--- src/rtl/core/sspmd_pkg.sv ---
// shared types and constants of the soft-start pwm motor driver
`timescale 1ns / 1ps
`default_nettype none

package sspmd_pkg;

    // field widths
    localparam int unsigned FUNC_W   = 3;
    localparam int unsigned SECS_W   = 8;
    localparam int unsigned DUTY_W   = 7;
    localparam int unsigned DIR_W    = 2;
    localparam int unsigned PERIOD_W = 10;
    localparam int unsigned STEP_W   = 10;
    localparam int unsigned MS_W     = 18;

    // serial arithmetic widths
    localparam int unsigned MUL_A_W = MS_W;
    localparam int unsigned MUL_B_W = DUTY_W;
    localparam int unsigned MUL_P_W = MUL_A_W + MUL_B_W;
    localparam int unsigned DIV_N_W = MUL_P_W;
    localparam int unsigned DIV_D_W = MS_W;

    // configuration port
    localparam int unsigned CFG_IDX_W  = 1;
    localparam int unsigned CFG_DATA_W = 10;
    localparam logic [CFG_IDX_W-1:0] CFG_PERIOD = 1'b0;
    localparam logic [CFG_IDX_W-1:0] CFG_STEP   = 1'b1;

    // request function codes
    localparam logic [FUNC_W-1:0] FN_PWM  = 3'd0;
    localparam logic [FUNC_W-1:0] FN_RAMP = 3'd1;
    localparam logic [FUNC_W-1:0] FN_FWD  = 3'd2;
    localparam logic [FUNC_W-1:0] FN_BWD  = 3'd3;
    localparam logic [FUNC_W-1:0] FN_STOP = 3'd4;

    // direction pin patterns
    localparam logic [DIR_W-1:0] DIR_OFF = 2'b00;
    localparam logic [DIR_W-1:0] DIR_FWD = 2'b01;
    localparam logic [DIR_W-1:0] DIR_BWD = 2'b10;

    localparam logic [DUTY_W-1:0]   DUTY_MAX   = 7'd100;
    localparam logic [DIV_D_W-1:0]  PCT_DIV    = 18'd100;
    localparam logic [PERIOD_W-1:0] PERIOD_RST = 10'd33;
    localparam logic [STEP_W-1:0]   STEP_RST   = 10'd100;

    typedef struct packed {
        logic [FUNC_W-1:0] func;
        logic              channel;
        logic [SECS_W-1:0] ramp_seconds;
        logic [DUTY_W-1:0] duty_limit;
    } req_t;

    typedef struct packed {
        logic              pwm_a;
        logic              pwm_b;
        logic [DIR_W-1:0]  dir_a;
        logic [DIR_W-1:0]  dir_b;
        logic [DUTY_W-1:0] duty_a;
        logic [DUTY_W-1:0] duty_b;
    } rsp_t;

endpackage

`default_nettype wire

--- src/rtl/core/sspmd_mul.sv ---
// bit-serial shift-add multiplier, one multiplier bit per cycle
`timescale 1ns / 1ps
`default_nettype none

module sspmd_mul (
    input  logic                            clk,
    input  logic                            rst_n,
    input  logic                            start,
    input  logic [sspmd_pkg::MUL_A_W-1:0]   a,
    input  logic [sspmd_pkg::MUL_B_W-1:0]   b,
    output logic                            done,
    output logic [sspmd_pkg::MUL_P_W-1:0]   product
);
    import sspmd_pkg::*;

    localparam int unsigned CNT_W = $clog2(MUL_B_W + 1);
    localparam logic [CNT_W-1:0] CNT_LOAD = CNT_W'(MUL_B_W);
    localparam logic [CNT_W-1:0] CNT_LAST = CNT_W'(1);

    logic                 busy_reg;
    logic                 done_reg;
    logic [CNT_W-1:0]     cnt_reg;
    logic [MUL_A_W-1:0]   a_reg;
    logic [MUL_P_W-1:0]   prod_reg;
    logic [MUL_A_W:0]     sum;

    // add the multiplicand when the low bit of the shifting multiplier is set
    assign sum = {1'b0, prod_reg[MUL_P_W-1:MUL_B_W]}
               + {1'b0, (prod_reg[0] ? a_reg : {MUL_A_W{1'b0}})};

    always_ff @(posedge clk or negedge rst_n)
    begin
        if (!rst_n)
        begin
            busy_reg <= 1'b0;
            done_reg <= 1'b0;
            cnt_reg  <= '0;
        end
        else
        begin
            // one-cycle pulse after the last multiplier bit
            done_reg <= !start && busy_reg && (cnt_reg == CNT_LAST);
            if (start)
            begin
                busy_reg <= 1'b1;
                cnt_reg  <= CNT_LOAD;
            end
            else if (busy_reg)
            begin
                cnt_reg <= cnt_reg - CNT_LAST;
                if (cnt_reg == CNT_LAST)
                begin
                    busy_reg <= 1'b0;
                end
            end
        end
    end

    always_ff @(posedge clk)
    begin
        if (start)
        begin
            a_reg    <= a;
            prod_reg <= {{MUL_A_W{1'b0}}, b};
        end
        else if (busy_reg)
        begin
            prod_reg <= {sum, prod_reg[MUL_B_W-1:1]};
        end
    end

    assign done    = done_reg;
    assign product = prod_reg;

endmodule

`default_nettype wire

--- src/rtl/core/sspmd_div.sv ---
// restoring serial divider, one quotient bit per cycle
`timescale 1ns / 1ps
`default_nettype none

module sspmd_div (
    input  logic                            clk,
    input  logic                            rst_n,
    input  logic                            start,
    input  logic [sspmd_pkg::DIV_N_W-1:0]   dividend,
    input  logic [sspmd_pkg::DIV_D_W-1:0]   divisor,
    output logic                            done,
    output logic [sspmd_pkg::DIV_N_W-1:0]   quotient
);
    import sspmd_pkg::*;

    localparam int unsigned CNT_W = $clog2(DIV_N_W + 1);
    localparam logic [CNT_W-1:0] CNT_LOAD = CNT_W'(DIV_N_W);
    localparam logic [CNT_W-1:0] CNT_LAST = CNT_W'(1);

    logic                 busy_reg;
    logic                 done_reg;
    logic [CNT_W-1:0]     cnt_reg;
    logic [DIV_D_W-1:0]   div_reg;
    logic [DIV_D_W-1:0]   rem_reg;
    logic [DIV_N_W-1:0]   quo_reg;
    logic [DIV_D_W:0]     shifted;
    logic [DIV_D_W+1:0]   diff;
    logic                 borrow;

    // bring down the next dividend bit and try the subtraction
    assign shifted = {rem_reg, quo_reg[DIV_N_W-1]};
    assign diff    = {1'b0, shifted} - {2'b00, div_reg};
    assign borrow  = diff[DIV_D_W+1];

    always_ff @(posedge clk or negedge rst_n)
    begin
        if (!rst_n)
        begin
            busy_reg <= 1'b0;
            done_reg <= 1'b0;
            cnt_reg  <= '0;
        end
        else
        begin
            // one-cycle pulse after the last quotient bit
            done_reg <= !start && busy_reg && (cnt_reg == CNT_LAST);
            if (start)
            begin
                busy_reg <= 1'b1;
                cnt_reg  <= CNT_LOAD;
            end
            else if (busy_reg)
            begin
                cnt_reg <= cnt_reg - CNT_LAST;
                if (cnt_reg == CNT_LAST)
                begin
                    busy_reg <= 1'b0;
                end
            end
        end
    end

    always_ff @(posedge clk)
    begin
        if (start)
        begin
            div_reg <= divisor;
            rem_reg <= '0;
            quo_reg <= dividend;
        end
        else if (busy_reg)
        begin
            rem_reg <= borrow ? shifted[DIV_D_W-1:0] : diff[DIV_D_W-1:0];
            quo_reg <= {quo_reg[DIV_N_W-2:0], ~borrow};
        end
    end

    assign done     = done_reg;
    assign quotient = quo_reg;

endmodule

`default_nettype wire

--- src/rtl/core/soft_start_pwm_motor_driver_top.sv ---
// top level of the soft-start pwm motor driver: sequencer and channel state
//
// channel | signals                            | direction | meaning
// --------+------------------------------------+-----------+--------------------------------
// req     | req_valid req_ready req_data       | in        | pwm tick, ramp tick, start, stop
// rsp     | rsp_valid rsp_ready rsp_data       | out       | pin, direction and duty snapshot
// cfg     | cfg_valid cfg_ready cfg_index/data | in        | period and ramp step registers
//
// pwm tick, forward, backward, stop and unused codes: handled in the idle cycle that takes
//   the request; the result is registered from the done state once the output register is free
// ramp tick: per active channel a serial multiply then a serial divide, and when the duty
//   changes the pwm threshold is recomputed the same way
// period write: rebuilds the thresholds of every channel, no requests taken
// reset clears all channel state, no clearing pass; a waiting result does not block
//   the next request, only the delivery of its result
`timescale 1ns / 1ps
`default_nettype none

module soft_start_pwm_motor_driver_top #(
    parameter int unsigned CHANNELS = 2
) (
    input  logic                                 clk,
    input  logic                                 rst_n,
    input  logic                                 req_valid,
    output logic                                 req_ready,
    input  sspmd_pkg::req_t                      req_data,
    output logic                                 rsp_valid,
    input  logic                                 rsp_ready,
    output sspmd_pkg::rsp_t                      rsp_data,
    input  logic                                 cfg_valid,
    output logic                                 cfg_ready,
    input  logic [sspmd_pkg::CFG_IDX_W-1:0]      cfg_index,
    input  logic [sspmd_pkg::CFG_DATA_W-1:0]     cfg_data
);
    import sspmd_pkg::*;

    localparam int unsigned CH_W  = (CHANNELS > 1) ? $clog2(CHANNELS) : 1;
    localparam int unsigned B_IDX = (CHANNELS > 1) ? 1 : 0;
    localparam bit          HAS_B = (CHANNELS > 1);
    localparam logic [CH_W-1:0] CH_LAST = CH_W'(CHANNELS - 1);
    localparam logic [CH_W-1:0] CH_ONE  = CH_W'(1);

    typedef enum logic [2:0] {
        ST_IDLE,
        ST_RCHK,
        ST_RMUL,
        ST_RDIV,
        ST_TSTART,
        ST_TMUL,
        ST_TDIV,
        ST_DONE
    } state_t;

    // sequencer
    state_t              state_reg, state_next;
    logic [CH_W-1:0]     ch_reg, ch_next;
    logic                ramp_mode_reg, ramp_mode_next;
    logic                rsp_valid_reg, rsp_valid_next;
    rsp_t                rsp_data_reg, rsp_data_next;

    // configuration registers
    logic [PERIOD_W-1:0] period_reg, period_next;
    logic [STEP_W-1:0]   step_reg, step_next;

    // per-channel state
    logic [PERIOD_W-1:0] tick_reg     [CHANNELS];
    logic [PERIOD_W-1:0] tick_next    [CHANNELS];
    logic                pin_reg      [CHANNELS];
    logic                pin_next     [CHANNELS];
    logic [DUTY_W-1:0]   duty_reg     [CHANNELS];
    logic [DUTY_W-1:0]   duty_next    [CHANNELS];
    logic [DUTY_W-1:0]   cap_reg      [CHANNELS];
    logic [DUTY_W-1:0]   cap_next     [CHANNELS];
    logic [MS_W-1:0]     elapsed_reg  [CHANNELS];
    logic [MS_W-1:0]     elapsed_next [CHANNELS];
    logic [MS_W-1:0]     ramp_reg     [CHANNELS];
    logic [MS_W-1:0]     ramp_next    [CHANNELS];
    logic [PERIOD_W-1:0] thr_reg      [CHANNELS];
    logic [PERIOD_W-1:0] thr_next     [CHANNELS];
    logic [DIR_W-1:0]    dir_reg      [CHANNELS];
    logic [DIR_W-1:0]    dir_next     [CHANNELS];

    // pwm tick lanes
    logic [PERIOD_W-1:0] tick_inc  [CHANNELS];
    logic [PERIOD_W-1:0] tick_wrap [CHANNELS];
    logic                pin_new   [CHANNELS];

    // serial arithmetic
    logic                mul_start, mul_done;
    logic [MUL_A_W-1:0]  mul_a;
    logic [MUL_B_W-1:0]  mul_b;
    logic [MUL_P_W-1:0]  mul_product;
    logic                div_start, div_done;
    logic [DIV_D_W-1:0]  div_d;
    logic [DIV_N_W-1:0]  div_quotient;

    // selected channel and decoded request
    logic [DUTY_W-1:0]   sel_duty, sel_cap, new_duty;
    logic [MS_W-1:0]     sel_elapsed, sel_ramp, elapsed_sum, ramp_ms_new;
    logic [DUTY_W-1:0]   cap_new;
    logic                q_over, cmd_ok, last_ch;
    logic [CH_W-1:0]     cmd_ch;
    state_t              adv_state;
    rsp_t                rsp_snap;

    assign sel_duty    = duty_reg[ch_reg];
    assign sel_cap     = cap_reg[ch_reg];
    assign sel_elapsed = elapsed_reg[ch_reg];
    assign sel_ramp    = ramp_reg[ch_reg];
    assign elapsed_sum = sel_elapsed + MS_W'(step_reg);

    // quotient of the ramp divide, capped at the duty limit
    assign q_over   = (|div_quotient[DIV_N_W-1:DUTY_W])
                   || (div_quotient[DUTY_W-1:0] > sel_cap);
    assign new_duty = q_over ? sel_cap : div_quotient[DUTY_W-1:0];

    // seconds times 1000 as 1024 - 16 - 8
    assign ramp_ms_new = {req_data.ramp_seconds, 10'b0}
                       - MS_W'({req_data.ramp_seconds, 4'b0})
                       - MS_W'({req_data.ramp_seconds, 3'b0});
    assign cap_new     = (req_data.duty_limit > DUTY_MAX) ? DUTY_MAX : req_data.duty_limit;
    assign cmd_ok      = HAS_B || (req_data.channel == 1'b0);
    assign cmd_ch      = CH_W'(req_data.channel);

    // walking to the next channel of a ramp or threshold sweep
    assign last_ch   = (ch_reg == CH_LAST);
    assign adv_state = last_ch ? (ramp_mode_reg ? ST_DONE : ST_IDLE)
                               : (ramp_mode_reg ? ST_RCHK : ST_TSTART);

    // multiplier takes elapsed x cap for the ramp, period x duty for the threshold
    assign mul_a = (state_reg == ST_TSTART) ? MUL_A_W'(period_reg) : elapsed_sum;
    assign mul_b = (state_reg == ST_TSTART) ? sel_duty : sel_cap;
    assign div_d = (state_reg == ST_TMUL) ? PCT_DIV : sel_ramp;

    sspmd_mul u_mul (
        .clk     (clk),
        .rst_n   (rst_n),
        .start   (mul_start),
        .a       (mul_a),
        .b       (mul_b),
        .done    (mul_done),
        .product (mul_product)
    );

    sspmd_div u_div (
        .clk      (clk),
        .rst_n    (rst_n),
        .start    (div_start),
        .dividend (mul_product),
        .divisor  (div_d),
        .done     (div_done),
        .quotient (div_quotient)
    );

    // pwm counter lanes, one per channel
    always_comb
    begin
        for (int c = 0; c < CHANNELS; c++)
        begin
            tick_inc[c]  = tick_reg[c] + PERIOD_W'(1);
            tick_wrap[c] = (tick_inc[c] >= period_reg) ? '0 : tick_inc[c];
            pin_new[c]   = (tick_wrap[c] < thr_reg[c]);
        end
    end

    // result snapshot, missing second channel reads as zero
    always_comb
    begin
        rsp_snap.pwm_a  = pin_reg[0];
        rsp_snap.dir_a  = dir_reg[0];
        rsp_snap.duty_a = duty_reg[0];
        rsp_snap.pwm_b  = HAS_B ? pin_reg[B_IDX] : 1'b0;
        rsp_snap.dir_b  = HAS_B ? dir_reg[B_IDX] : DIR_OFF;
        rsp_snap.duty_b = HAS_B ? duty_reg[B_IDX] : '0;
    end

    always_comb
    begin
        state_next     = state_reg;
        ch_next        = ch_reg;
        ramp_mode_next = ramp_mode_reg;
        rsp_valid_next = rsp_valid_reg && !rsp_ready;
        rsp_data_next  = rsp_data_reg;
        period_next    = period_reg;
        step_next      = step_reg;
        tick_next      = tick_reg;
        pin_next       = pin_reg;
        duty_next      = duty_reg;
        cap_next       = cap_reg;
        elapsed_next   = elapsed_reg;
        ramp_next      = ramp_reg;
        thr_next       = thr_reg;
        dir_next       = dir_reg;
        mul_start      = 1'b0;
        div_start      = 1'b0;

        case (state_reg)
            ST_IDLE:
            begin
                if (cfg_valid)
                begin
                    case (cfg_index)
                        CFG_PERIOD:
                        begin
                            // new period: rebuild every threshold
                            period_next    = cfg_data[PERIOD_W-1:0];
                            ch_next        = '0;
                            ramp_mode_next = 1'b0;
                            state_next     = ST_TSTART;
                        end
                        CFG_STEP:
                        begin
                            step_next = cfg_data[STEP_W-1:0];
                        end
                        default:
                        begin
                        end
                    endcase
                end
                else if (req_valid)
                begin
                    state_next = ST_DONE;
                    case (req_data.func)
                        FN_PWM:
                        begin
                            tick_next = tick_wrap;
                            pin_next  = pin_new;
                        end
                        FN_RAMP:
                        begin
                            ch_next        = '0;
                            ramp_mode_next = 1'b1;
                            state_next     = ST_RCHK;
                        end
                        FN_FWD, FN_BWD:
                        begin
                            // restart from zero duty, so the threshold is zero too
                            if (cmd_ok)
                            begin
                                dir_next[cmd_ch]     = (req_data.func == FN_FWD) ? DIR_FWD
                                                                                 : DIR_BWD;
                                duty_next[cmd_ch]    = '0;
                                elapsed_next[cmd_ch] = '0;
                                ramp_next[cmd_ch]    = ramp_ms_new;
                                cap_next[cmd_ch]     = cap_new;
                                thr_next[cmd_ch]     = '0;
                            end
                        end
                        FN_STOP:
                        begin
                            // duty limit is kept
                            if (cmd_ok)
                            begin
                                dir_next[cmd_ch]     = DIR_OFF;
                                duty_next[cmd_ch]    = '0;
                                elapsed_next[cmd_ch] = '0;
                                ramp_next[cmd_ch]    = '0;
                                thr_next[cmd_ch]     = '0;
                            end
                        end
                        default:
                        begin
                        end
                    endcase
                end
            end

            ST_RCHK:
            begin
                // ramp idle or finished: skip this channel
                if ((sel_ramp == '0) || (sel_elapsed > sel_ramp))
                begin
                    state_next = adv_state;
                    ch_next    = last_ch ? ch_reg : ch_reg + CH_ONE;
                end
                else
                begin
                    elapsed_next[ch_reg] = elapsed_sum;
                    mul_start            = 1'b1;
                    state_next           = ST_RMUL;
                end
            end

            ST_RMUL:
            begin
                if (mul_done)
                begin
                    div_start  = 1'b1;
                    state_next = ST_RDIV;
                end
            end

            ST_RDIV:
            begin
                if (div_done)
                begin
                    if (new_duty != sel_duty)
                    begin
                        duty_next[ch_reg] = new_duty;
                        state_next        = ST_TSTART;
                    end
                    else
                    begin
                        state_next = adv_state;
                        ch_next    = last_ch ? ch_reg : ch_reg + CH_ONE;
                    end
                end
            end

            ST_TSTART:
            begin
                mul_start  = 1'b1;
                state_next = ST_TMUL;
            end

            ST_TMUL:
            begin
                if (mul_done)
                begin
                    div_start  = 1'b1;
                    state_next = ST_TDIV;
                end
            end

            ST_TDIV:
            begin
                if (div_done)
                begin
                    thr_next[ch_reg] = div_quotient[PERIOD_W-1:0];
                    state_next       = adv_state;
                    ch_next          = last_ch ? ch_reg : ch_reg + CH_ONE;
                end
            end

            ST_DONE:
            begin
                // hold the result until the output register is free
                if (!rsp_valid_reg || rsp_ready)
                begin
                    rsp_data_next  = rsp_snap;
                    rsp_valid_next = 1'b1;
                    state_next     = ST_IDLE;
                end
            end

            default:
            begin
                state_next = ST_IDLE;
            end
        endcase
    end

    // sequencer state and registered outputs
    always_ff @(posedge clk or negedge rst_n)
    begin
        if (!rst_n)
        begin
            state_reg     <= ST_IDLE;
            ch_reg        <= '0;
            ramp_mode_reg <= 1'b0;
            rsp_valid_reg <= 1'b0;
            rsp_data_reg  <= '0;
        end
        else
        begin
            state_reg     <= state_next;
            ch_reg        <= ch_next;
            ramp_mode_reg <= ramp_mode_next;
            rsp_valid_reg <= rsp_valid_next;
            rsp_data_reg  <= rsp_data_next;
        end
    end

    // configuration and channel state
    always_ff @(posedge clk or negedge rst_n)
    begin
        if (!rst_n)
        begin
            period_reg <= PERIOD_RST;
            step_reg   <= STEP_RST;
            for (int c = 0; c < CHANNELS; c++)
            begin
                tick_reg[c]    <= '0;
                pin_reg[c]     <= 1'b0;
                duty_reg[c]    <= '0;
                cap_reg[c]     <= '0;
                elapsed_reg[c] <= '0;
                ramp_reg[c]    <= '0;
                thr_reg[c]     <= '0;
                dir_reg[c]     <= DIR_OFF;
            end
        end
        else
        begin
            period_reg  <= period_next;
            step_reg    <= step_next;
            tick_reg    <= tick_next;
            pin_reg     <= pin_next;
            duty_reg    <= duty_next;
            cap_reg     <= cap_next;
            elapsed_reg <= elapsed_next;
            ramp_reg    <= ramp_next;
            thr_reg     <= thr_next;
            dir_reg     <= dir_next;
        end
    end

    // configuration wins over a request in the same idle cycle
    assign cfg_ready = (state_reg == ST_IDLE);
    assign req_ready = (state_reg == ST_IDLE) && !cfg_valid;
    assign rsp_valid = rsp_valid_reg;
    assign rsp_data  = rsp_data_reg;

    // every accepted request leaves idle
    a_req_busy: assert property (@(posedge clk) disable iff (!rst_n)
        (req_valid && req_ready) |=> (state_reg != ST_IDLE))
        else $error("accepted request did not start work");

    // serial units only finish while the sequencer waits for them
    a_mul_wait: assert property (@(posedge clk) disable iff (!rst_n)
        mul_done |-> ((state_reg == ST_RMUL) || (state_reg == ST_TMUL)))
        else $error("multiplier finished outside a wait state");

    a_div_wait: assert property (@(posedge clk) disable iff (!rst_n)
        div_done |-> ((state_reg == ST_RDIV) || (state_reg == ST_TDIV)))
        else $error("divider finished outside a wait state");

    // channel 0 duty never passes its limit, limit never passes 100
    a_duty_cap: assert property (@(posedge clk) disable iff (!rst_n)
        (duty_reg[0] <= cap_reg[0]) && (cap_reg[0] <= DUTY_MAX))
        else $error("duty above its limit");

    // channel 0 threshold is a fraction of the period once the sequencer rests
    a_thr_period: assert property (@(posedge clk) disable iff (!rst_n)
        (state_reg == ST_IDLE) |-> (thr_reg[0] <= period_reg))
        else $error("threshold above period");

endmodule

`default_nettype wire
--- config.mk ---
export PLATFORM = sky130hd
export DESIGN_NAME = soft_start_pwm_motor_driver_top
export DESIGN_NICKNAME = d
export VERILOG_FILES = /design/src/rtl/core/sspmd_pkg.sv /design/src/rtl/core/sspmd_mul.sv /design/src/rtl/core/sspmd_div.sv /design/src/rtl/core/soft_start_pwm_motor_driver_top.sv
export SDC_FILE = /design/constraint.sdc
export NUM_CORES = 1
export LEC_CHECK = 0
export BUFFER_PORTS_ARGS = -buffer_cell sky130_fd_sc_hd__buf_2
export CORE_MARGIN = 2
export CORE_UTILIZATION = 45
export DETAILED_ROUTE_END_ITERATION = 6
export PLACE_DENSITY = 0.72
export REMOVE_ABC_BUFFERS = 1
export SYNTH_ARGS = -nofsm -noshare
export SYNTH_HDL_FRONTEND = slang
export SYNTH_SLANG_ARGS = --single-unit
--- constraint.sdc ---
create_clock -name clk -period 13.9 [get_ports clk]
set_input_delay 0.695 -clock clk [delete_from_list [all_inputs] [get_ports clk]]
set_output_delay 0.695 -clock clk [all_outputs]
set_load 0.02 [all_outputs]
==> results.ini <==
[status]
status=finished clean

[finish]
layout.cells.most_common=nand2_1
most-common-layout-cells=nand2_1, dfrtp_1, o21ai_0
final_nets=2166
drive_gt1_share_pct=11.2
utilization_pct=50.0
area_growth_pct=10.2
finalInstanceArea_um2=20300
final_cells=2552

[die]
boundaryPins=58
dieArea_um2=42600
core_area_um2=40600
chipWidth_um=206
start_util_pct=45.4
fp.dieH_um=206
row_count=74

[placement]
pre_cts_slack_ps=9190
placed_cells=2489
place_area_um2=19200
port_buffers=57
place_hpwl_um=32500
finalWeightedCongestion=0.902

[global_route]
antenna_found_initial=1
grt_pass1_wl_um=73400
grt_max_degree=76
gr-total-overflow=0
grtUsageTotal_pct=21.4
grt_pass1_vias=14300

[flow_run]
drv_cap=0

[worst_setup_path]
crit_path_start_kind=register
crit_type=register to register
crit_required_ps=14060
cp-end-kind=register
worst_ep_arrival_time_ps=4960
crit_path_max_fanout=68

[synthesis]
ys_types=78
synth_area_per_cell_um2=9.39
synth_area_um2=18400
synth-edff-count=68
ys.flop_type=dfrtp_1
synth_area_leaders=dfrtp_1, edfxtp_1, ha_1
ys_seq_elements=308
ys_seq_area_share_pct=42.7
yosys_warnings=0
synth_top_cell_by_area=dfrtp_1
synth-async-reset-ratio_pct=66.2
syn-instance-count=1964
synth_top_area_share_pct=27.0

[power]
peakVddDrop_uv=148
power_frac_comb_pct=48.5
sequentialPowerShare_pct=32.7
p_clk_share_pct=18.8
p_switching_mw=2.04
power_density_nw_per_um2=239
swShare_pct=42.1
p_leak_nw=9.68
p_int_mw=2.81
p_total_mw=4.86

[clocking]
cts_root_buffer=clkbuf_16
post_cts_resized=0
post_cts.repair.setup_buffers=0
clock_tree.buffer_depth=3
cts_hold_buf=0
clk_latency_ps=520
cts.clk_slew.worst_paths_ps=60
cts_sinks=308
cts_tree=yes
numCtsBuffers=34
h-tree-depth=2

[timing]
tightest_slew_ps=1140
final_hold_viol_count=0
fmax_mhz=209
tns_ps=0
slew_viol_final=0
fin_crit_ps=4790
slew_headroom_pct=23.9
finalCritPeriodShare_pct=34.5
finalSetupViolCount=0
rsz0062_at_grt=no
holdWs_ps=150
fin_skew_ps=18.3
fin_ws_ps=9110

[drt]
drtIter0Drc=1028
vias_per_cell=5.62
vias=14300
wl_um=44300
drc=0
ant_nets=0
routed_wire_length_per_instance_um=17.4
first_pass_iters=6

[worst_hold_path]
hp-class=input pin to async pin

==> synth_stat cells (all sizes together) (5+ instances only) <==
library cell,number
o31ai,37
dfrtp,199
a211oi,14
nor3,49
nand4,17
buf,25
nor2,114
nand2,301
a21o,28
and2,30
inv,115
a211o,15
dfxtp,36
dfstp,5
nor4,17
or2,8
mux2,61
o21a,20
nand3,67
xnor2,51
or3,13
a31oi,13
xor2,27
and3,21
edfxtp,68
nor2b,24
nand2b,12
o21bai,8
a21oi,74
clkbuf,58
mux2i,81
o21ai,148
nand3b,6
ha,134
o211ai,8
==> power groups by stage <==
stage / clock (mW) / sequential [mW] / combinational (mW)
detailed placement: 0 / 1.60 / 2.32
CTS: 0.923 / 1.58 / 2.34
floorplan: 0 / 1.57 / 1.69
global route: 0.961 / 1.63 / 2.64
finish: 0.910 / 1.59 / 2.36
global placement: 0 / 1.59 / 2.24
==> worst max-delay path, cell delays in order (launching register included) <==
cell	delay (ps)
dfrtp_2	340
buf_4	750
mux2_2	440
ha_1	310
a21oi_1	160
o21ai_1	130
a2111oi_0	450
o31ai_1	180
a31oi_1	640
nand2_1	430
nand2_1	170
buf_4	390
==> kinds of logic (layout without fill, tap and decap cells) <==
logic type                 count (synthesis)  count (layout)  share of synthesized area [%]
AOI/OAI and AO/OA                        405             405                           13.9
xor gates and xnor gates                  78              78                           3.71
adders and majority gates                138             138                           9.53
buffers and inverters                    198             253                           4.36
DFF                                      308             308                           42.7
muxes                                    142             142                           8.12
other                                      0               1                              0
and+or+nand+nor                          695             695                           17.7
==> routing by layer <==
metal	vias up	share of wire, %	GRT usage [%]
li1	7003	-	-
met1	6893	46	29.7
met2	361	46	34.4
met3	87	4.9	2.84
met4	0	3.3	7.24
met5	-	0	0
==> final timing paths <==
path / startpoint / endpoint / slack (ps) / depth (start not counted)
min reg2reg: cap_reg[11] / cap_reg[11] / 490 / 2
min in group clk: cfg_data[1] / period_reg[1] / 400 / 3
max reg2reg: ch_reg / u_mul.a_reg[16] / 9110 / 11
max in group asynchronous: rst_n / ramp_reg[15] / 12340 / 2
min: rst_n / rsp_data[2] / 150 / 1
max: ch_reg / u_mul.a_reg[16] / 9110 / 11
==> layout make-up <==
class                   count  area (µm²)
fillers                  3681       20300
multi-input cells        1458        9780
flip-flops and latches    308        7880
clock buffers              45         976
well taps                 532         666
repair buffers             76         437
inverters                 115         432
clock inverters            17         150
diodes                      1        2.50
(Power assumes the default switching activity.)
